--- src/hw/rtl/alfc_pkg.sv ---
// ----------------------------------------------------------------------------
// alfc_pkg
// Types and constants shared by the ascii length frame checker.
// ----------------------------------------------------------------------------
package alfc_pkg;

   localparam int unsigned BYTE_W    = 8;
   localparam int unsigned IDX_W     = 14;
   localparam int unsigned LEN_W     = 14;
   localparam int unsigned STATUS_W  = 3;
   localparam int unsigned HDR_LEN   = 8;
   localparam int unsigned HDR_POS_W = 3;
   localparam int unsigned LEN_POS   = 4;
   localparam int unsigned CHECK_OFF = 2;
   localparam int unsigned IDX_MAX   = (1 << IDX_W) - 1;

   localparam logic [BYTE_W-1:0] CHAR_ZERO = 8'h30;
   localparam logic [BYTE_W-1:0] CHAR_NINE = 8'h39;
   localparam logic [BYTE_W-1:0] TAG_CHAR [4] = '{8'h3C, 8'h6D, 8'h73, 8'h67};

   typedef enum logic [STATUS_W-1:0] {
      ST_VALID      = 3'd0,
      ST_TOO_SHORT  = 3'd1,
      ST_BAD_HEADER = 3'd2,
      ST_BAD_LENGTH = 3'd3,
      ST_CHECK_FAIL = 3'd4
   } status_type;

   typedef struct packed {
      logic [BYTE_W-1:0] data_byte;
      logic              end_of_buffer;
   } req_type;

   typedef struct packed {
      status_type        status;
      logic [LEN_W-1:0]  frame_length;
      logic [BYTE_W-1:0] computed_sum;
      logic [BYTE_W-1:0] received_check;
   } rsp_type;

endpackage

--- src/hw/rtl/alfc_core.sv ---
// ----------------------------------------------------------------------------
// alfc_core
// Per-byte frame state: header capture, length decode, running checksum
// and the end-of-buffer verdict.
// ----------------------------------------------------------------------------
module alfc_core (
   input  logic               clock,
   input  logic               reset,
   input  logic               item_valid,
   input  alfc_pkg::req_type  item,
   input  logic               out_free,
   output logic               take,
   output logic               res_we,
   output alfc_pkg::rsp_type  res
);

   localparam int unsigned BW = alfc_pkg::BYTE_W;
   localparam int unsigned IW = alfc_pkg::IDX_W;
   localparam int unsigned LW = alfc_pkg::LEN_W;
   localparam int unsigned PW = alfc_pkg::HDR_POS_W;

   logic [IW-1:0] idx_ff, idx_in;
   logic [BW-1:0] total_ff, total_in;
   logic [LW-1:0] len_ff, len_in;
   logic          num_ff, num_in;
   logic [BW-1:0] sum_ff, sum_in;
   logic [BW-1:0] chk_ff, chk_in;
   logic [BW-1:0] hdr_ff [alfc_pkg::HDR_LEN];
   logic [BW-1:0] pre_ff [alfc_pkg::HDR_LEN];

   logic [BW-1:0] d;
   logic          in_hdr;
   logic [PW-1:0] pos;
   logic          is_digit;
   logic [3:0]    digit;
   logic [LW-1:0] len_base;
   logic [LW-1:0] len_step;
   logic          num_step;
   logic [BW-1:0] total_base;
   logic          len_ok;
   logic          v_small;
   logic          v_has_chk;
   logic [PW-1:0] chk_pos;
   logic [BW-1:0] chk_sel;
   logic [BW-1:0] pre_sel;
   logic          body_active;
   logic          tag_ok;
   logic          short_buf;

   assign take   = item_valid && (!item.end_of_buffer || out_free);
   assign res_we = take && item.end_of_buffer;

   assign d        = item.data_byte;
   assign in_hdr   = (idx_ff[IW-1:PW] == '0);
   assign pos      = idx_ff[PW-1:0];
   assign is_digit = (d >= alfc_pkg::CHAR_ZERO) && (d <= alfc_pkg::CHAR_NINE);
   assign digit    = d[3:0];

   // length digits accumulate one per byte, times ten by shift and add
   assign len_base = (pos == PW'(alfc_pkg::LEN_POS)) ? '0 : len_ff;
   assign len_step = {len_base[LW-4:0], 3'b000} + {len_base[LW-2:0], 1'b0}
                     + LW'(digit);
   assign num_step = ((pos == PW'(alfc_pkg::LEN_POS)) || num_ff) && is_digit;

   assign total_base = (pos == '0) ? '0 : total_ff;

   // header checksum at the last header byte, from stored prefix sums
   assign len_ok    = num_step && (len_step >= LW'(alfc_pkg::CHECK_OFF));
   assign v_small   = (len_step[LW-1:PW] == '0);
   assign v_has_chk = (len_step <= LW'(alfc_pkg::HDR_LEN + alfc_pkg::CHECK_OFF - 1));
   assign chk_pos   = len_step[PW-1:0] - PW'(alfc_pkg::CHECK_OFF);
   assign chk_sel   = (chk_pos == PW'(alfc_pkg::HDR_LEN - 1)) ? d : hdr_ff[chk_pos];
   // the prefix sum up to byte six is still being formed this cycle
   assign pre_sel   = !v_small ? (total_base + d) :
                      (len_step[PW-1:0] == PW'(alfc_pkg::HDR_LEN - 1)) ? total_base :
                      pre_ff[len_step[PW-1:0]];

   assign body_active = num_ff && (len_ff >= LW'(alfc_pkg::CHECK_OFF));

   always_comb begin
      idx_in   = (idx_ff == IW'(alfc_pkg::IDX_MAX)) ? idx_ff : idx_ff + 1'b1;
      total_in = total_ff;
      len_in   = len_ff;
      num_in   = num_ff;
      sum_in   = sum_ff;
      chk_in   = chk_ff;
      if (in_hdr) begin
         total_in = total_base + d;
         if (pos >= PW'(alfc_pkg::LEN_POS)) begin
            len_in = len_step;
            num_in = num_step;
         end
         if (pos == PW'(alfc_pkg::HDR_LEN - 1)) begin
            len_in = num_step ? len_step : '0;
            if (len_ok) begin
               chk_in = v_has_chk ? chk_sel : '0;
               sum_in = pre_sel - (v_has_chk ? chk_sel : '0);
            end else begin
               chk_in = '0;
               sum_in = '0;
            end
         end
      end else if (body_active) begin
         if (idx_ff == len_ff - LW'(alfc_pkg::CHECK_OFF)) begin
            chk_in = d;
         end else if (idx_ff < len_ff) begin
            sum_in = sum_ff + d;
         end
      end
   end

   // verdict from the state as it stands after this byte
   assign short_buf = (idx_in[IW-1:PW] == '0);
   assign tag_ok    = (hdr_ff[0] == alfc_pkg::TAG_CHAR[0]) &&
                      (hdr_ff[1] == alfc_pkg::TAG_CHAR[1]) &&
                      (hdr_ff[2] == alfc_pkg::TAG_CHAR[2]) &&
                      (hdr_ff[3] == alfc_pkg::TAG_CHAR[3]);

   always_comb begin
      res.status         = alfc_pkg::ST_VALID;
      res.frame_length   = '0;
      res.computed_sum   = '0;
      res.received_check = '0;
      if (short_buf) begin
         res.status = alfc_pkg::ST_TOO_SHORT;
      end else begin
         res.frame_length = len_in;
         if (!tag_ok) begin
            res.status = alfc_pkg::ST_BAD_HEADER;
         end else if (!num_in || (len_in < LW'(alfc_pkg::CHECK_OFF)) ||
                      (len_in > idx_in)) begin
            res.status = alfc_pkg::ST_BAD_LENGTH;
         end else begin
            res.computed_sum   = sum_in;
            res.received_check = chk_in;
            res.status = (sum_in == chk_in) ? alfc_pkg::ST_VALID : alfc_pkg::ST_CHECK_FAIL;
         end
      end
   end

   always_ff @(posedge clock) begin
      if (reset) begin
         idx_ff <= '0;
      end else if (take) begin
         idx_ff <= item.end_of_buffer ? '0 : idx_in;
      end
   end

   always_ff @(posedge clock) begin
      if (reset) begin
         total_ff <= '0;
         len_ff   <= '0;
         num_ff   <= 1'b0;
         sum_ff   <= '0;
         chk_ff   <= '0;
      end else if (take) begin
         total_ff <= total_in;
         len_ff   <= len_in;
         num_ff   <= num_in;
         sum_ff   <= sum_in;
         chk_ff   <= chk_in;
      end
   end

   always_ff @(posedge clock) begin
      if (take && in_hdr) begin
         hdr_ff[pos] <= d;
         pre_ff[pos] <= total_base;
      end
   end

   a_idx_clears: assert property (@(posedge clock) disable iff (reset)
      res_we |=> (idx_ff == '0))
      else $error("byte index not cleared after end of buffer");

   a_idx_steps: assert property (@(posedge clock) disable iff (reset)
      (take && !item.end_of_buffer && (idx_ff != IW'(alfc_pkg::IDX_MAX)))
      |=> (idx_ff == $past(idx_ff) + 1'b1))
      else $error("byte index did not advance");

   a_valid_match: assert property (@(posedge clock) disable iff (reset)
      (res_we && (res.status == alfc_pkg::ST_VALID))
      |-> (res.computed_sum == res.received_check))
      else $error("valid status with checksum mismatch");

   a_short_len: assert property (@(posedge clock) disable iff (reset)
      (res_we && (res.status == alfc_pkg::ST_TOO_SHORT))
      |-> ((res.frame_length == '0) && (res.computed_sum == '0)))
      else $error("short buffer reports length or sum");

endmodule

--- config.mk ---
export PLATFORM = sky130hd
export DESIGN_NAME = alfc_core
export DESIGN_NICKNAME = d
export VERILOG_FILES = /design/src/hw/rtl/alfc_pkg.sv /design/src/hw/rtl/alfc_core.sv
export SDC_FILE = /design/constraint.sdc
export NUM_CORES = 1
export LEC_CHECK = 0
export ABC_AREA = 1
export BUFFER_PORTS_ARGS = -buffer_cell sky130_fd_sc_hd__buf_2
export CAP_MARGIN = 20
export CORE_ASPECT_RATIO = 2
export CORE_MARGIN = 10
export CORE_UTILIZATION = 62
export CTS_BUF_LIST = sky130_fd_sc_hd__clkbuf_8 sky130_fd_sc_hd__clkbuf_16
export DETAILED_ROUTE_END_ITERATION = 10
export PLACE_DENSITY = 0.91
export REMOVE_ABC_BUFFERS = 1
export SKIP_CTS_REPAIR_TIMING = 1
export SLEW_MARGIN = 0
export SYNTH_ARGS = -nofsm -noshare
export SYNTH_HDL_FRONTEND = slang
export SYNTH_SLANG_ARGS = --single-unit
--- constraint.sdc ---
create_clock -name clock -period 6.7 [get_ports clock]
set_input_delay 0 -clock clock [delete_from_list [all_inputs] [get_ports clock]]
set_output_delay 0 -clock clock [all_outputs]
set_load 0.01 [all_outputs]
=== Word-level counts from Yosys, hierarchy flattened ===
Memories as Yosys holds them, arrays and structs flattened.
Index checks and enable logic that the tools add are counted.
Widths: inputs -> output; s select.

* $lt $le $gt $ge: 9
* Multiplexer cells: 34
* Equal/unequal tests: 11
* Add/subtract/negate cells: 8
* Reductions and logical operators: 21

{| class="wikitable"
|+ Operators with widths
! cell !! count
|-
| $mux 8 || 16
|-
| $mux 14 || 6
|-
| $logic_not 11->1 || 3
|-
| $mux 16 || 2
|-
| $mux 30 || 1
|-
| $ge 14x2->1 const B || 2
|-
| $eq 8x7->1 const B || 3
|-
| $add 8x8->8 || 2
|-
| $add 14x1->14 const B || 1
|-
| $add 14x14->14 || 1
|-
| $add 14x4->14 || 1
|-
| $eq 14x14->1 || 1
|-
| $eq 14x14->1 const B || 1
|-
| $gt 14x14->1 || 1
|-
| $le 14x4->1 const B || 1
|-
| $lt 14x14->1 || 1
|-
| $lt 14x2->1 const B || 1
|-
| $sub 14x2->14 const B || 1
|-
| $mux 13 || 1
|-
| $eq 3x3->1 const B || 4
|-
| $mux 3 || 4
|-
| $logic_and 1x1->1 || 10
|-
| $eq 8x6->1 const B || 1
|-
| $eq 8x8->1 || 1
|-
| 10 further kinds || 17
|}

* Register bits: 53
* Input bits: 13
* Output and inout port bits: 35
* RAM bits: 128
* Memories kept: 2
* Logic and storage cells: 91

{| class="wikitable"
|+ Memory list
! memory !! depth !! bits a word !! rd ports !! clocked after memory_dff !! wr ports !! line !! text
|-
| hdr_ff || 8 || 8 || 5 || 0 || 1 || alfc_core.sv:28 || <nowiki>logic [BW-1:0] hdr_ff [alfc_pkg::HDR_LEN];</nowiki>
|-
| pre_ff || 8 || 8 || 1 || 0 || 1 || alfc_core.sv:29 || <nowiki>logic [BW-1:0] pre_ff [alfc_pkg::HDR_LEN];</nowiki>
|}

=== Longest topological paths before layout ===
* Word-level depth: 17
* Gate-level depth with buffers: 40
* Gate-level depth less buffers: 39

=== Worst setup path after synthesis ===
No wires, ideal clock.

* Kind: reg-to-output
* Start: reg idx_ff[1]
* End: out res[32] in the netlist's numbering
* Arrival: 5.266 ns
* Required time: 6.700 ns
* Slack: 1.434 ns
* Buffers on the path: 2
* Cell stages (with the launch flop): 36
* Path through: dfxtp_1 > inv_1 > ha_1 > nand2_2 > inv_1 > clkbuf_1 > nor2_1 > ha_1 > fa_1 > nand2_1 > nand3_1 > nand3_1 > nand3_1 > nand2_1 > nand2_1 > nor3_1 > nand2_1 > inv_1 > clkbuf_1 > o21ai_0 > ha_1 > fa_1 > o21ai_0 > nand2_1 > nand2_1 > a21oi_1 > xor2_1 > o21ai_0 > nand2_1 > inv_1 > nand2_1 > nand2_1 > nor2_1 > nand2_1 > nor2_1 > a21oi_1

{| class="wikitable"
|+ RTL lines
! element !! line !! text
|-
| start, declared || alfc_core.sv:22 || <nowiki>logic [IW-1:0] idx_ff, idx_in;</nowiki>
|-
| start signal, assigned || alfc_core.sv:145 || <nowiki>idx_ff <= item.end_of_buffer ? '0 : idx_in;</nowiki>
|-
| end, declared || alfc_core.sv:14 || <nowiki>output alfc_pkg::rsp_type res</nowiki>
|}

==> metrics <==
Starting Density 62.7%; total CTS buffers 17; Top cell by count, worst path nand2_1; Clock Latency Late Sink roughly 0.44 ns; Period Utilization, post-route 94.3%; Worst Max-Slew Pin Slew roughly 1.2 ns; die area approximately 0.024 sq mm; worst min path class input port to flop; first-pass GRT wire length approximately 60000 um; Pins Over Slew Limit 0; CTS Sinks between 150 and 200; sequential area share after synthesis 38.9%; ys async rst share 0%; post-layout minimum cycle time ~6.3 ns; Die W 116 um; share of layout cells above drive strength 1 about 11%; Slew HR ~20%; outcome finished clean; gr usage total roughly a third; Port Buffers 47; Via Count roughly 11000; final hold vios 0; vias in the first global route around 11000; via-per-instance ratio approximately 6.3; main area contributors after synthesis edfxtp_1 (30%), nand2_1 (12%), dfxtp_1 (9.3%); CP arrival 6.32 ns; EDFF count, synth around 110; worst slack at placement 0.583 ns; WS Path Type flop to output pin; Pwr per Cell Area 212 mW/mm^2; antenna cells 0; chip height approximately 210 um; Area Growth Syn to Fin 9.58%; wire per inst 22.7 um; unrepaired setup endpoints after global routing false; DRT Wirelength roughly 40000 um; syn_area_per_cell roughly 7.7 sq um; Ys Warns 0; Iter 0 DRT Violations about 1200; P_leak between 5 and 6 nW; max cap viols 0; Placer Congestion 1.06; Post-DP HPWL roughly 29000 um; clk buf depth 2; Clock transition at path regs about 0.070 ns; htree depth 4; Final #Nets between 1500 and 2000; core area between 0.015 and 0.02 sq mm; Netlist cell types 60; Filler cells between 1000 and 1500; I/O Pins 48; FP Rows 70; Worst Path Max Fanout 11; Synth top area share 29.6%; clk_skew about 0.012 ns; fin worst setup slack 0.381 ns; ANT nets after route 0; CTS Root Cell clkbuf_16; initial antenna violation count 0; Crit path largest cell delay 0.43 ns; TritonCTS clock tree yes; netlist area before placement around 0.011 sq mm; Worst setup EP type output pin; Peak Freq roughly 160 MHz; CP Launch Type flop; Crit-path slowest cell dfxtp_1; setup TNS 0 ns; Synth Instances 1478; final setup vio count 0; GRT Residual Overflow 0; commonest non-fill, non-tap cell in the layout nand2_1; data required time of the critical path 6.70 ns; r2r setup slk 1.11 ns; DRC violation count after routing 0; area leader, netlist edfxtp_1; DR pass1 iterations 5; synthesized flop and latch total 165; Post-synth top flop edfxtp_1; largest net degree at the start of global routing 39; most frequent cells in the layout nand2_1 (349), inv_1 (177), nor2_1 (124), edfxtp_1 (112), a21oi_1 (108); VDD IR max about 0.17 mV
## per-stage QoR
step                hold WS, ns  cells  power (mW)  cell area [sq um]  util, %
finish                   0.0834   1758        2.64              12500     68.8
global route             0.0713   1758        2.72              12500     68.8
CTS                     -0.0732   1747        2.59              12300     68.1
detailed placement        0.310   1715        1.70              11800     65.2
global placement          0.301   1714        1.68              11800     65.1
floorplan                0.0691   1436        1.51              11200        -
## layer usage
metal / global-route usage, % / share of wire (%) / wire [um] / vias to the layer above
met1: 29.9 / 31 / 12200 / 5070
met4: 30.2 / 10 / 4160 / 0
li1: - / - / - / 5125
met2: 58.2 / 51 / 20500 / 685
met5: 0 / 0 / 0 / -
met3: 5.36 / 7.6 / 3030 / 265
## final cells by class
class                   instances  area (sq um)  share of cell area [%]
flip-flops and latches        165          4430                    35.5
repair buffers                 73           452                    3.62
multi-input cells            1077          6050                    48.5
clock inverters                15           105                   0.843
inverters                     194           734                    5.89
clock buffers                  17           425                    3.41
repair inverters                1          7.51                  0.0602
well taps                     216           270                    2.17
## critical path: cells and delay by family (launching register included)
family	cells	cell delay [ns]
XOR/XNOR	1	0.14
flip-flops	1	0.43
AND/OR/NAND/NOR	18	2.15
adder cells (fa/ha/maj)	6	1.84
AO/OA/AOI/OAI	5	0.67
buffers and inverters	4	0.63
## logic make-up (layout without fill, tap and decap cells)
group	after synthesis	count (layout)	synth area share, %
AOI/OAI and AO/OA	285	285	14.1
xor gates and xnor gates	34	34	3.10
adders and majority gates	80	80	9.06
buffers and inverters	236	300	8.32
DFF	165	165	38.9
and+or+nand+nor	678	678	26.5
## Yosys cell counts, drive strengths merged, types with 3 or more instances
cell type,number
nand2,365
inv,191
nor2,145
edfxtp,112
a21oi,109
o21ai,105
nand3,91
ha,76
dfxtp,53
nand4,38
clkbuf,24
o22ai,21
xor2,20
buf,18
nor3,15
xnor2,13
nor4,10
o211ai,10
o221ai,9
nand3b,7
o21bai,6
a22o,5
a22oi,4
fa,4
or2,4
a21o,3
clkinv,3
## state kept, by name, summed over array words and instances, names as in the netlist
register and count:
total_ff 8, sum_ff 8, chk_ff 8, hdr_ff 56, len_ff 14, pre_ff 56
num_ff 1, idx_ff 14
## worst paths after layout
kind / start / to / depth (start not counted)
min: item[2] / hdr_ff[3][1] / 1
min reg2reg: total_ff[1] / total_ff[1] / 2
max reg2reg: idx_ff[0] / sum_ff[7] / 32
max: idx_ff[0] / res[32] / 34
## power breakdown
| group | total (mW) | switching [mW] | internal, mW | leakage (nW) |
|---|---|---|---|---|
| sequential | 1.13 | 0.0181 | 1.11 | 1.41 |
| clock | 0.912 | 0.437 | 0.475 | 0.260 |
| combinational | 0.598 | 0.413 | 0.185 | 3.92 |
| total | 2.64 | 0.868 | 1.77 | 5.59 |
(Power assumes the default switching activity.)
